--- config.mk ---
export PLATFORM = sky130hd
export DESIGN_NAME = sorted_sleep_queue_wakeup_core
export DESIGN_NICKNAME = d
export VERILOG_FILES = /design/src/hdl/ssq_pkg.sv /design/src/hdl/sorted_sleep_queue_wakeup_core.sv /design/src/hdl/ssq_div.sv /design/src/hdl/ssq_dp.sv /design/src/hdl/ssq_ctrl.sv
export SDC_FILE = /design/constraint.sdc
export NUM_CORES = 2
export LEC_CHECK = 0
export BUFFER_PORTS_ARGS = -buffer_cell sky130_fd_sc_hd__buf_2
export CORE_MARGIN = 1
export CORE_UTILIZATION = 40
export DETAILED_ROUTE_END_ITERATION = 10
export SYNTH_ARGS = -nofsm -noshare
export SYNTH_HDL_FRONTEND = slang
export SYNTH_SLANG_ARGS = --single-unit
--- constraint.sdc ---
create_clock -name clk -period 7.82 [get_ports clk]
set_input_delay 0.782 -clock clk [delete_from_list [all_inputs] [get_ports clk]]
set_output_delay 0.782 -clock clk [all_outputs]
set_load 0.1 [all_outputs]
--- src/hdl/ssq_pkg.sv ---
// Shared constants, types and helpers for the sorted sleep queue.
package ssq_pkg;

  localparam int MAX_SLEEPERS = 16;
  localparam int RESULT_LIMIT = 16;
  localparam int TICK_W       = 32;
  localparam int ID_W         = 8;
  localparam int MS_W         = 32;
  localparam int RATE_W       = 20;
  localparam int CNT_OUT_W    = 5;
  localparam int RATE_RESET   = 1000;
  localparam int MS_PER_S     = 1000;

  localparam int PROD_W    = MS_W + RATE_W;
  localparam int IDX_W     = $clog2(MAX_SLEEPERS);
  localparam int CNT_W     = $clog2(MAX_SLEEPERS + 1);
  localparam int WCNT_W    = $clog2(RESULT_LIMIT + 1);
  localparam int REM_W     = $clog2(MS_PER_S);
  localparam int DIV_STEPS = 4;
  localparam int DIV_ITERS = PROD_W / DIV_STEPS;
  localparam int DIV_CNT_W = $clog2(DIV_ITERS);

  typedef enum logic {
    FUNC_SLEEP = 1'b0,
    FUNC_WAKE  = 1'b1
  } ssq_func_t;

  typedef enum logic {
    KIND_ACK   = 1'b0,
    KIND_WOKEN = 1'b1
  } ssq_kind_t;

  typedef enum logic [1:0] {
    ST_OK      = 2'd0,
    ST_YIELD   = 2'd1,
    ST_FULL    = 2'd2,
    ST_REFUSED = 2'd3
  } ssq_status_t;

  typedef enum logic [2:0] {
    S_IDLE,
    S_DISPATCH,
    S_DIV,
    S_ADD,
    S_SEARCH,
    S_INSERT,
    S_ACK,
    S_WAKE
  } ssq_state_t;

  typedef struct packed {
    logic load;
    logic div_start;
    logic calc_tgt;
    logic srch_step;
    logic insert;
    logic ack;
    logic pop;
  } ssq_cmd_t;

  typedef struct packed {
    logic is_wake;
    logic reject;
    logic div_done;
    logic srch_hit;
    logic head_due;
    logic pop_last;
    logic out_free;
  } ssq_stat_t;

  function automatic logic [CNT_OUT_W-1:0] count_out(input logic [CNT_W-1:0] cnt);
    logic [CNT_W+CNT_OUT_W-1:0] ext;
    ext = {{CNT_OUT_W{1'b0}}, cnt};
    return ext[CNT_OUT_W-1:0];
  endfunction

endpackage

--- src/hdl/sorted_sleep_queue_wakeup_core.sv ---
// Top level of the sorted sleep queue: controller and datapath.
// Sleep request: a rejected word goes straight from dispatch to its result; a queued task first
// passes through the divide by 1000 and the one-entry-per-cycle position search.
// Wakeup check: one woken task per cycle while the output register is free.
// One word at a time; the next word is taken as soon as the last result sits in the output register.
// Synchronous active-low reset empties the queue and sets the tick rate to 1000.
module sorted_sleep_queue_wakeup_core
  import ssq_pkg::*;
(
  input  logic                 clk,
  input  logic                 rst_n,
  input  logic                 cfg_we,
  input  logic [RATE_W-1:0]    cfg_wdata,
  input  logic                 in_valid,
  output logic                 in_ready,
  input  logic                 in_func,
  input  logic [ID_W-1:0]      in_task_id,
  input  logic [MS_W-1:0]      in_duration_ms,
  input  logic [TICK_W-1:0]    in_now_tick,
  output logic                 out_valid,
  input  logic                 out_ready,
  output logic                 out_kind,
  output logic [ID_W-1:0]      out_woken_or_queued_id,
  output logic [1:0]           out_status,
  output logic [CNT_OUT_W-1:0] out_sleeping_count,
  output logic                 out_last
);

  ssq_cmd_t  cmd;
  ssq_stat_t st;

  ssq_ctrl u_ctrl (
    .clk      (clk),
    .rst_n    (rst_n),
    .in_valid (in_valid),
    .in_ready (in_ready),
    .st       (st),
    .cmd      (cmd)
  );

  ssq_dp u_dp (
    .clk                    (clk),
    .rst_n                  (rst_n),
    .cmd                    (cmd),
    .st                     (st),
    .cfg_we                 (cfg_we),
    .cfg_wdata              (cfg_wdata),
    .in_func                (in_func),
    .in_task_id             (in_task_id),
    .in_duration_ms         (in_duration_ms),
    .in_now_tick            (in_now_tick),
    .out_valid              (out_valid),
    .out_ready              (out_ready),
    .out_kind               (out_kind),
    .out_woken_or_queued_id (out_woken_or_queued_id),
    .out_status             (out_status),
    .out_sleeping_count     (out_sleeping_count),
    .out_last               (out_last)
  );

endmodule

--- src/hdl/ssq_div.sv ---
// Digit-serial divider of the tick product by the milliseconds per second.
module ssq_div
  import ssq_pkg::*;
(
  input  logic              clk,
  input  logic              rst_n,
  input  logic              start,
  input  logic [PROD_W-1:0] dividend,
  output logic [PROD_W-1:0] quotient,
  output logic              done
);

  logic [REM_W-1:0]     rem_r, rem_nxt;
  logic [PROD_W-1:0]    quo_r, quo_nxt;
  logic [DIV_CNT_W-1:0] cnt_r;
  logic                 busy_r;
  logic                 done_r;

  always_comb begin
    logic [REM_W:0] t;
    logic           ge;
    rem_nxt = rem_r;
    quo_nxt = quo_r;
    for (int s = 0; s < DIV_STEPS; s++) begin
      t  = {rem_nxt, quo_nxt[PROD_W-1]};
      ge = (t >= (REM_W+1)'(MS_PER_S));
      rem_nxt = ge ? REM_W'(t - (REM_W+1)'(MS_PER_S)) : t[REM_W-1:0];
      quo_nxt = {quo_nxt[PROD_W-2:0], ge};
    end
  end

  always_ff @(posedge clk) begin
    if (!rst_n) begin
      busy_r <= 1'b0;
      done_r <= 1'b0;
      cnt_r  <= '0;
    end else if (start) begin
      busy_r <= 1'b1;
      done_r <= 1'b0;
      cnt_r  <= '0;
    end else if (busy_r) begin
      cnt_r <= DIV_CNT_W'(cnt_r + 1'b1);
      if (cnt_r == DIV_CNT_W'(DIV_ITERS - 1)) begin
        busy_r <= 1'b0;
        done_r <= 1'b1;
      end
    end
  end

  always_ff @(posedge clk) begin
    if (start) begin
      rem_r <= '0;
      quo_r <= dividend;
    end else if (busy_r) begin
      rem_r <= rem_nxt;
      quo_r <= quo_nxt;
    end
  end

  assign quotient = quo_r;
  assign done     = done_r;

endmodule

--- src/hdl/ssq_dp.sv ---
// Datapath: rate register, tick conversion, sorted store and result register.
module ssq_dp
  import ssq_pkg::*;
(
  input  logic                 clk,
  input  logic                 rst_n,
  input  ssq_cmd_t             cmd,
  output ssq_stat_t            st,
  input  logic                 cfg_we,
  input  logic [RATE_W-1:0]    cfg_wdata,
  input  logic                 in_func,
  input  logic [ID_W-1:0]      in_task_id,
  input  logic [MS_W-1:0]      in_duration_ms,
  input  logic [TICK_W-1:0]    in_now_tick,
  output logic                 out_valid,
  input  logic                 out_ready,
  output logic                 out_kind,
  output logic [ID_W-1:0]      out_woken_or_queued_id,
  output logic [1:0]           out_status,
  output logic [CNT_OUT_W-1:0] out_sleeping_count,
  output logic                 out_last
);

  logic [RATE_W-1:0] tps_r;
  logic              func_r;
  logic [ID_W-1:0]   id_r;
  logic [TICK_W-1:0] now_r;
  ssq_status_t       status_r, status_nxt;
  logic [PROD_W-1:0] prod_r;
  logic [TICK_W-1:0] tgt_r, tgt_nxt;
  logic [CNT_W-1:0]  srch_r;
  logic [CNT_W-1:0]  occ_r;
  logic [WCNT_W-1:0] wcnt_r;

  logic [TICK_W-1:0] ticks_r [MAX_SLEEPERS];
  logic [ID_W-1:0]   ids_r   [MAX_SLEEPERS];

  logic                 out_valid_r;
  logic                 out_kind_r;
  logic [ID_W-1:0]      out_id_r;
  logic [1:0]           out_status_r;
  logic [CNT_OUT_W-1:0] out_count_r;
  logic                 out_last_r;

  logic [PROD_W-1:0] quo;
  logic              div_done;
  logic [PROD_W-1:0] quo_adj;
  logic [PROD_W:0]   sum;
  logic [TICK_W-1:0] srch_tick;
  logic              head_due;
  logic              next_due;
  logic              out_free;

  ssq_div u_div (
    .clk      (clk),
    .rst_n    (rst_n),
    .start    (cmd.div_start),
    .dividend (prod_r),
    .quotient (quo),
    .done     (div_done)
  );

  always_ff @(posedge clk) begin
    if (!rst_n) begin
      tps_r <= RATE_W'(RATE_RESET);
    end else if (cfg_we) begin
      tps_r <= cfg_wdata;
    end
  end

  always_comb begin
    priority if (in_duration_ms == '0) begin
      status_nxt = ST_YIELD;
    end else if (in_task_id == '0) begin
      status_nxt = ST_REFUSED;
    end else if (occ_r >= CNT_W'(MAX_SLEEPERS)) begin
      status_nxt = ST_FULL;
    end else begin
      status_nxt = ST_OK;
    end
  end

  always_ff @(posedge clk) begin
    if (cmd.load) begin
      func_r   <= in_func;
      id_r     <= in_task_id;
      now_r    <= in_now_tick;
      status_r <= status_nxt;
      prod_r   <= PROD_W'(in_duration_ms) * PROD_W'(tps_r);
    end
  end

  assign quo_adj = (quo == '0) ? PROD_W'(1) : quo;
  assign sum     = {1'b0, quo_adj} + (PROD_W+1)'(now_r);
  assign tgt_nxt = (|sum[PROD_W:TICK_W]) ? '1 : sum[TICK_W-1:0];

  always_ff @(posedge clk) begin
    if (cmd.calc_tgt) begin
      tgt_r <= tgt_nxt;
    end
  end

  always_ff @(posedge clk) begin
    if (cmd.calc_tgt) begin
      srch_r <= '0;
    end else if (cmd.srch_step) begin
      srch_r <= CNT_W'(srch_r + 1'b1);
    end
  end

  assign srch_tick = ticks_r[srch_r[IDX_W-1:0]];

  always_comb begin
    if (srch_r == occ_r) begin
      st.srch_hit = 1'b1;
    end else if (srch_r == '0) begin
      st.srch_hit = (tgt_r <= srch_tick);
    end else begin
      st.srch_hit = (srch_tick > tgt_r);
    end
  end

  for (genvar j = 0; j < MAX_SLEEPERS; j++) begin : g_entry
    always_ff @(posedge clk) begin
      if (cmd.insert) begin
        if (CNT_W'(j) == srch_r) begin
          ticks_r[j] <= tgt_r;
          ids_r[j]   <= id_r;
        end else if (CNT_W'(j) > srch_r && CNT_W'(j) <= occ_r) begin
          ticks_r[j] <= ticks_r[(j + MAX_SLEEPERS - 1) % MAX_SLEEPERS];
          ids_r[j]   <= ids_r[(j + MAX_SLEEPERS - 1) % MAX_SLEEPERS];
        end
      end else if (cmd.pop && j < MAX_SLEEPERS - 1) begin
        ticks_r[j] <= ticks_r[(j + 1) % MAX_SLEEPERS];
        ids_r[j]   <= ids_r[(j + 1) % MAX_SLEEPERS];
      end
    end
  end

  always_ff @(posedge clk) begin
    if (!rst_n) begin
      occ_r <= '0;
    end else if (cmd.insert) begin
      occ_r <= CNT_W'(occ_r + 1'b1);
    end else if (cmd.pop) begin
      occ_r <= CNT_W'(occ_r - 1'b1);
    end
  end

  always_ff @(posedge clk) begin
    if (cmd.load) begin
      wcnt_r <= '0;
    end else if (cmd.pop) begin
      wcnt_r <= WCNT_W'(wcnt_r + 1'b1);
    end
  end

  assign head_due = (occ_r != '0) && (wcnt_r < WCNT_W'(RESULT_LIMIT)) &&
                    (ticks_r[0] <= now_r);
  assign next_due = (occ_r >= CNT_W'(2)) &&
                    (WCNT_W'(wcnt_r + 1'b1) < WCNT_W'(RESULT_LIMIT)) &&
                    (ticks_r[1] <= now_r);
  assign out_free = !out_valid_r || out_ready;

  always_ff @(posedge clk) begin
    if (!rst_n) begin
      out_valid_r <= 1'b0;
    end else if (cmd.ack || cmd.pop) begin
      out_valid_r <= 1'b1;
    end else if (out_ready) begin
      out_valid_r <= 1'b0;
    end
  end

  always_ff @(posedge clk) begin
    if (cmd.ack) begin
      out_kind_r   <= KIND_ACK;
      out_id_r     <= id_r;
      out_status_r <= status_r;
      out_count_r  <= count_out(occ_r);
      out_last_r   <= 1'b1;
    end else if (cmd.pop) begin
      out_kind_r   <= KIND_WOKEN;
      out_id_r     <= ids_r[0];
      out_status_r <= ST_OK;
      out_count_r  <= count_out(CNT_W'(occ_r - 1'b1));
      out_last_r   <= !next_due;
    end
  end

  assign st.is_wake  = (func_r == FUNC_WAKE);
  assign st.reject   = (status_r != ST_OK);
  assign st.div_done = div_done;
  assign st.head_due = head_due;
  assign st.pop_last = !next_due;
  assign st.out_free = out_free;

  assign out_valid              = out_valid_r;
  assign out_kind               = out_kind_r;
  assign out_woken_or_queued_id = out_id_r;
  assign out_status             = out_status_r;
  assign out_sleeping_count     = out_count_r;
  assign out_last               = out_last_r;

  a_occ_bound: assert property (@(posedge clk) disable iff (!rst_n)
    occ_r <= CNT_W'(MAX_SLEEPERS))
    else $error("occupancy above store depth");

  a_pop_due: assert property (@(posedge clk) disable iff (!rst_n)
    cmd.pop |-> head_due && out_free)
    else $error("pop without a due head or a free result register");

  a_insert_grow: assert property (@(posedge clk) disable iff (!rst_n)
    cmd.insert |=> occ_r == CNT_W'($past(occ_r) + 1'b1))
    else $error("insert did not grow the store by one");

endmodule

--- src/hdl/ssq_ctrl.sv ---
// Controller state machine sequencing sleep inserts and wakeup drains.
module ssq_ctrl
  import ssq_pkg::*;
(
  input  logic      clk,
  input  logic      rst_n,
  input  logic      in_valid,
  output logic      in_ready,
  input  ssq_stat_t st,
  output ssq_cmd_t  cmd
);

  ssq_state_t state_r, state_nxt;

  always_ff @(posedge clk) begin
    if (!rst_n) begin
      state_r <= S_IDLE;
    end else begin
      state_r <= state_nxt;
    end
  end

  always_comb begin
    state_nxt = state_r;
    unique case (state_r)
      S_IDLE: begin
        if (in_valid) state_nxt = S_DISPATCH;
      end
      S_DISPATCH: begin
        priority if (st.is_wake) state_nxt = S_WAKE;
        else if (st.reject)      state_nxt = S_ACK;
        else                     state_nxt = S_DIV;
      end
      S_DIV: begin
        if (st.div_done) state_nxt = S_ADD;
      end
      S_ADD: begin
        state_nxt = S_SEARCH;
      end
      S_SEARCH: begin
        if (st.srch_hit) state_nxt = S_INSERT;
      end
      S_INSERT: begin
        state_nxt = S_ACK;
      end
      S_ACK: begin
        if (st.out_free) state_nxt = S_IDLE;
      end
      S_WAKE: begin
        priority if (!st.head_due)            state_nxt = S_IDLE;
        else if (st.out_free && st.pop_last)  state_nxt = S_IDLE;
        else                                  state_nxt = S_WAKE;
      end
      default: state_nxt = S_IDLE;
    endcase
  end

  always_comb begin
    cmd      = '0;
    in_ready = 1'b0;
    unique case (state_r)
      S_IDLE: begin
        in_ready = 1'b1;
        cmd.load = in_valid;
      end
      S_DISPATCH: begin
        cmd.div_start = !st.is_wake && !st.reject;
      end
      S_DIV: begin
      end
      S_ADD: begin
        cmd.calc_tgt = 1'b1;
      end
      S_SEARCH: begin
        cmd.srch_step = !st.srch_hit;
      end
      S_INSERT: begin
        cmd.insert = 1'b1;
      end
      S_ACK: begin
        cmd.ack = st.out_free;
      end
      S_WAKE: begin
        cmd.pop = st.head_due && st.out_free;
      end
      default: begin
      end
    endcase
  end

  a_ready_idle: assert property (@(posedge clk) disable iff (!rst_n)
    (cmd.insert || cmd.pop || cmd.ack) |-> !in_ready)
    else $error("store or result update while taking a new word");

  a_insert_after_hit: assert property (@(posedge clk) disable iff (!rst_n)
    cmd.insert |-> $past(state_r == S_SEARCH && st.srch_hit))
    else $error("insert without a finished search");

endmodule

==> run metrics <==
wire length of the first global-routing pass=327000 microns; final cell area excluding filler cells=78800 sq um; unrepaired setup endpoints after global routing=false; Vias=52200; endpoint kind of the worst setup timing path=flop; Post-synth top cells=1201 x sky130_fd_sc_hd__nand2_1, 834 x sky130_fd_sc_hd__edfxtp_1, 697 x sky130_fd_sc_hd__inv_1, 645 x sky130_fd_sc_hd__o21ai_0, 592 x sky130_fd_sc_hd__mux2i_1; sequential cell area fraction in the yosys report=36.6%; internal power consumption=0.0173 W; switching power=0.0127 W; buffer depth of the longest clock path=3; Core ar.=178000 sq um; Async S/R FF share, synth=0%; number of hold-slack violations in the final timing report=0; slew at the pin closest to its max-slew limit=1380 ps; largest area contributor in the synthesized netlist=sky130_fd_sc_hd__edfxtp_1; Reg clk slew, reported paths=80 ps; CTS HTree Levels=3; die outline height=426 microns; # rows=155; Crit path arrival time=7890 ps; total of flip-flops plus latches after synthesis=895; met2 usage in global routing=40.1%; diode count=0; proportion of layout cells with a drive suffix above 1=11.3%; power consumption=0.0300 W; max-capacitance violation count=0; final period demand of the worst path=7400 ps; combinational power share=60.6%; setup violation total in the final timing report=0; Routed Antenna Nets=0; main flop type after synthesis=sky130_fd_sc_hd__edfxtp_1; wirelength, routed=215000 microns; drt first-iter violations=5466; Critical Setup Path Class=reg -> reg; area of the die=181000 sq um; gpl congestion=0.905; dominant cell by count in the synthesized netlist=sky130_fd_sc_hd__nand2_1; per-cell routed wire length=23.2 microns; Min-Delay Path Class=in -> reg; remaining routing DRC violations=0; clk root buf=sky130_fd_sc_hd__clkbuf_16; leakage=32.6 nW; top-area cell type share of the netlist area=34.9%; total nets after synthesis=7848; number of max-slew violations in the final report=0; maximum fanout count along the critical path=22; HPWL after DPL=147000 microns; Inserted Clock Buffers=102; highest clock rate=135 MHz; horizontal extent of the die=426 microns; total iterations of the first detailed-routing run=7; worst hold slack across all endpoints=224 ps; vias in the first global route=52900; area growth from synthesis to layout=9.76%; Max VDD drop=0.593 mV; Via-to-Cell Ratio=5.63; Pwr Density=381 nW/um^2; Yosys cell types=93; clock tree from TritonCTS=done; largest net degree at the start of global routing=301; minimum setup slack among reg-to-reg paths=420 ps; met1 track demand over resource=30.6%; most crowded layer after global routing=met2; met3 capacity usage during global routing=3.20%; clock latency of the later-clocked register in the worst-skew pair=760 ps; fin util=44.2%; type of origin of the critical path=flop; instance count of the mapped netlist=6908; area after detailed placement=75500 sq um; fin cells=9277; residual overflow from global routing=0; initial antenna violation count=9; number of enable-type register cells in the synthesized netlist=834; sequential fraction of design power=23.3%; result of the run=complete, no violations; number of placed instances with taps included=9089; Clock Sink Count=895; final-stage net count=7778; count of synthesis-stage warnings from yosys=0; Synth area leaders=sky130_fd_sc_hd__edfxtp_1 35%, sky130_fd_sc_hd__fa_1 15%, sky130_fd_sc_hd__mux2i_1 8.3%; fraction of the cycle the final worst path needs=94.7%; endpoint required time on the critical path=8310 ps; initial core utilization=40.3%; global router's overall resource usage=23.6%; Sw Ratio=42.5%; Avg Inst Size Synth=10.4 sq um; post-route clock skew=60.7 ps; buffers added on ports=116; area of the mapped netlist=71800 sq um; fraction of power consumed by the clock network=16.1%; normalized max-slew margin=7.70%; I/O pin count=117
==> final timing paths <==
path / startpoint / endpoint / cells past startpoint
min: in_task_id[0] / u_dp.id_r[0] / 1
min reg2reg: u_dp.out_kind / u_dp.out_kind / 2
max reg2reg: u_dp.tps_r[10] / u_dp.prod_r[51] / 26
max: u_dp.tps_r[10] / u_dp.prod_r[51] / 26
==> layout make-up <==
type / instances / area [sq um]
inverter: 698 / 2620
fill: 16800 / 99600
sequential: 895 / 26300
timing repair buffer: 340 / 2380
multi-input combinational: 4801 / 41300
clock buffer: 136 / 2740
clock inverter: 52 / 569
tap: 2355 / 2950
==> layer usage <==
layer  part of all wire [%]  wire length (microns)
met3                    6.4                  13700
met2                     49                 105000
met5                  0.045                     97
met1                     41                  87800
met4                    3.9                   8320
==> cell usage in the layout (no fill, tap or decap), drive strengths merged, types with 9 or more instances in the layout <==
| cell | Yosys | layout |
|---|---|---|
| clkbuf | 470 | 136 |
| a21oi | 125 | 125 |
| buf | 44 | 340 |
| o22ai | 47 | 47 |
| a2bb2oi | 39 | 39 |
| o31ai | 9 | 9 |
| a21o | 86 | 86 |
| o211ai | 23 | 23 |
| a211oi | 14 | 14 |
| a31oi | 19 | 19 |
| nor2b | 40 | 40 |
| o21ai | 648 | 648 |
| mux2i | 592 | 592 |
| xor2 | 37 | 37 |
| mux2 | 44 | 44 |
| clkinv | 0 | 38 |
| o21bai | 14 | 14 |
| o21a | 31 | 31 |
| nand2 | 1201 | 1201 |
| nand2b | 27 | 27 |
| or3 | 14 | 14 |
| nand3 | 76 | 76 |
| fa | 537 | 537 |
| nor4 | 34 | 34 |
| dfxtp | 61 | 61 |
| nand4 | 41 | 41 |
| ha | 305 | 305 |
| edfxtp | 834 | 834 |
| xnor2 | 60 | 60 |
| and3 | 15 | 15 |
| nor3 | 34 | 34 |
| mux4 | 160 | 160 |
| nor2 | 118 | 118 |
| and2 | 297 | 297 |
| inv | 698 | 701 |
==> kinds of logic (layout without fill, tap and decap cells) <==
kind of cell	count (synthesis)	after routing	synth area share, %
xor gates and xnor gates	97	97	1.19
AOI/OAI and AO/OA	1135	1135	9.45
and+or+nand+nor	1931	1931	12.1
muxes	796	796	14.0
DFF	895	895	36.6
adders and majority gates	842	842	20.3
buffers and inverters	1212	1226	6.39
==> power by group through the flow <==
stage	Clock [W]	Sequential [W]	Combinational [W]
6_report	0.00482	0.00700	0.0182
3_3_place_gp	0	0.00708	0.0181
2_1_floorplan	0	0.00670	0.0128
5_1_grt	0.00506	0.00704	0.0206
4_1_cts	0.00489	0.00699	0.0184
3_5_place_dp	0	0.00709	0.0182
==> worst max-delay path, stage by stage (launching register included) <==
cell,delay (ps)
sky130_fd_sc_hd__dfxtp_2,480
sky130_fd_sc_hd__buf_6,280
sky130_fd_sc_hd__and2_1,200
sky130_fd_sc_hd__fa_1,430
sky130_fd_sc_hd__inv_1,80
sky130_fd_sc_hd__fa_1,450
sky130_fd_sc_hd__fa_1,550
sky130_fd_sc_hd__inv_1,70
sky130_fd_sc_hd__fa_1,540
sky130_fd_sc_hd__fa_1,420
sky130_fd_sc_hd__fa_1,500
sky130_fd_sc_hd__inv_1,50
sky130_fd_sc_hd__fa_1,470
sky130_fd_sc_hd__inv_1,40
sky130_fd_sc_hd__ha_1,290
sky130_fd_sc_hd__a21oi_1,170
sky130_fd_sc_hd__nor2b_1,60
sky130_fd_sc_hd__o21ai_0,140
sky130_fd_sc_hd__nand2b_1,90
sky130_fd_sc_hd__a21o_1,180
sky130_fd_sc_hd__a221oi_1,330
sky130_fd_sc_hd__a21oi_1,200
sky130_fd_sc_hd__o211ai_1,250
sky130_fd_sc_hd__a21oi_1,140
sky130_fd_sc_hd__a311o_1,370
sky130_fd_sc_hd__a21o_1,190
sky130_fd_sc_hd__xnor2_1,130
==> what timing repair did <==
| item | in CTS | in global routing |
|---|---|---|
| hold buffers | 0 | 0 |
| hold endpoints to repair | 0 | 0 |
| buffers inserted | 0 | 0 |
| setup endpoints to repair | 0 | 9 |
| gates resized for setup | 0 | 15 |
==> flip-flops by register name (all words and copies together) (netlist names), 8 cells and up, named ones only <==
name,cells
u_dp.out_woken_or_queued_id,8
u_dp.u_div.quotient,52
u_dp.id_r,8
u_dp.ticks_r,512
u_dp.tgt_r,32
u_dp.tps_r,20
u_dp.now_r,32
u_dp.u_div.rem_r,10
u_dp.ids_r,128
u_dp.prod_r,52
==> stage by stage <==
| stage | setup WS [ps] | TNS [ps] |
|---|---|---|
| after floorplan | 257 | 0 |
| after global placement | -177 | -484 |
| after detailed placement | -135 | -515 |
| after CTS | 104 | 0 |
| after global routing | 1.06 | 0 |
| final | 415 | 0 |
Note: power is estimated with default switching activity, not from simulation.
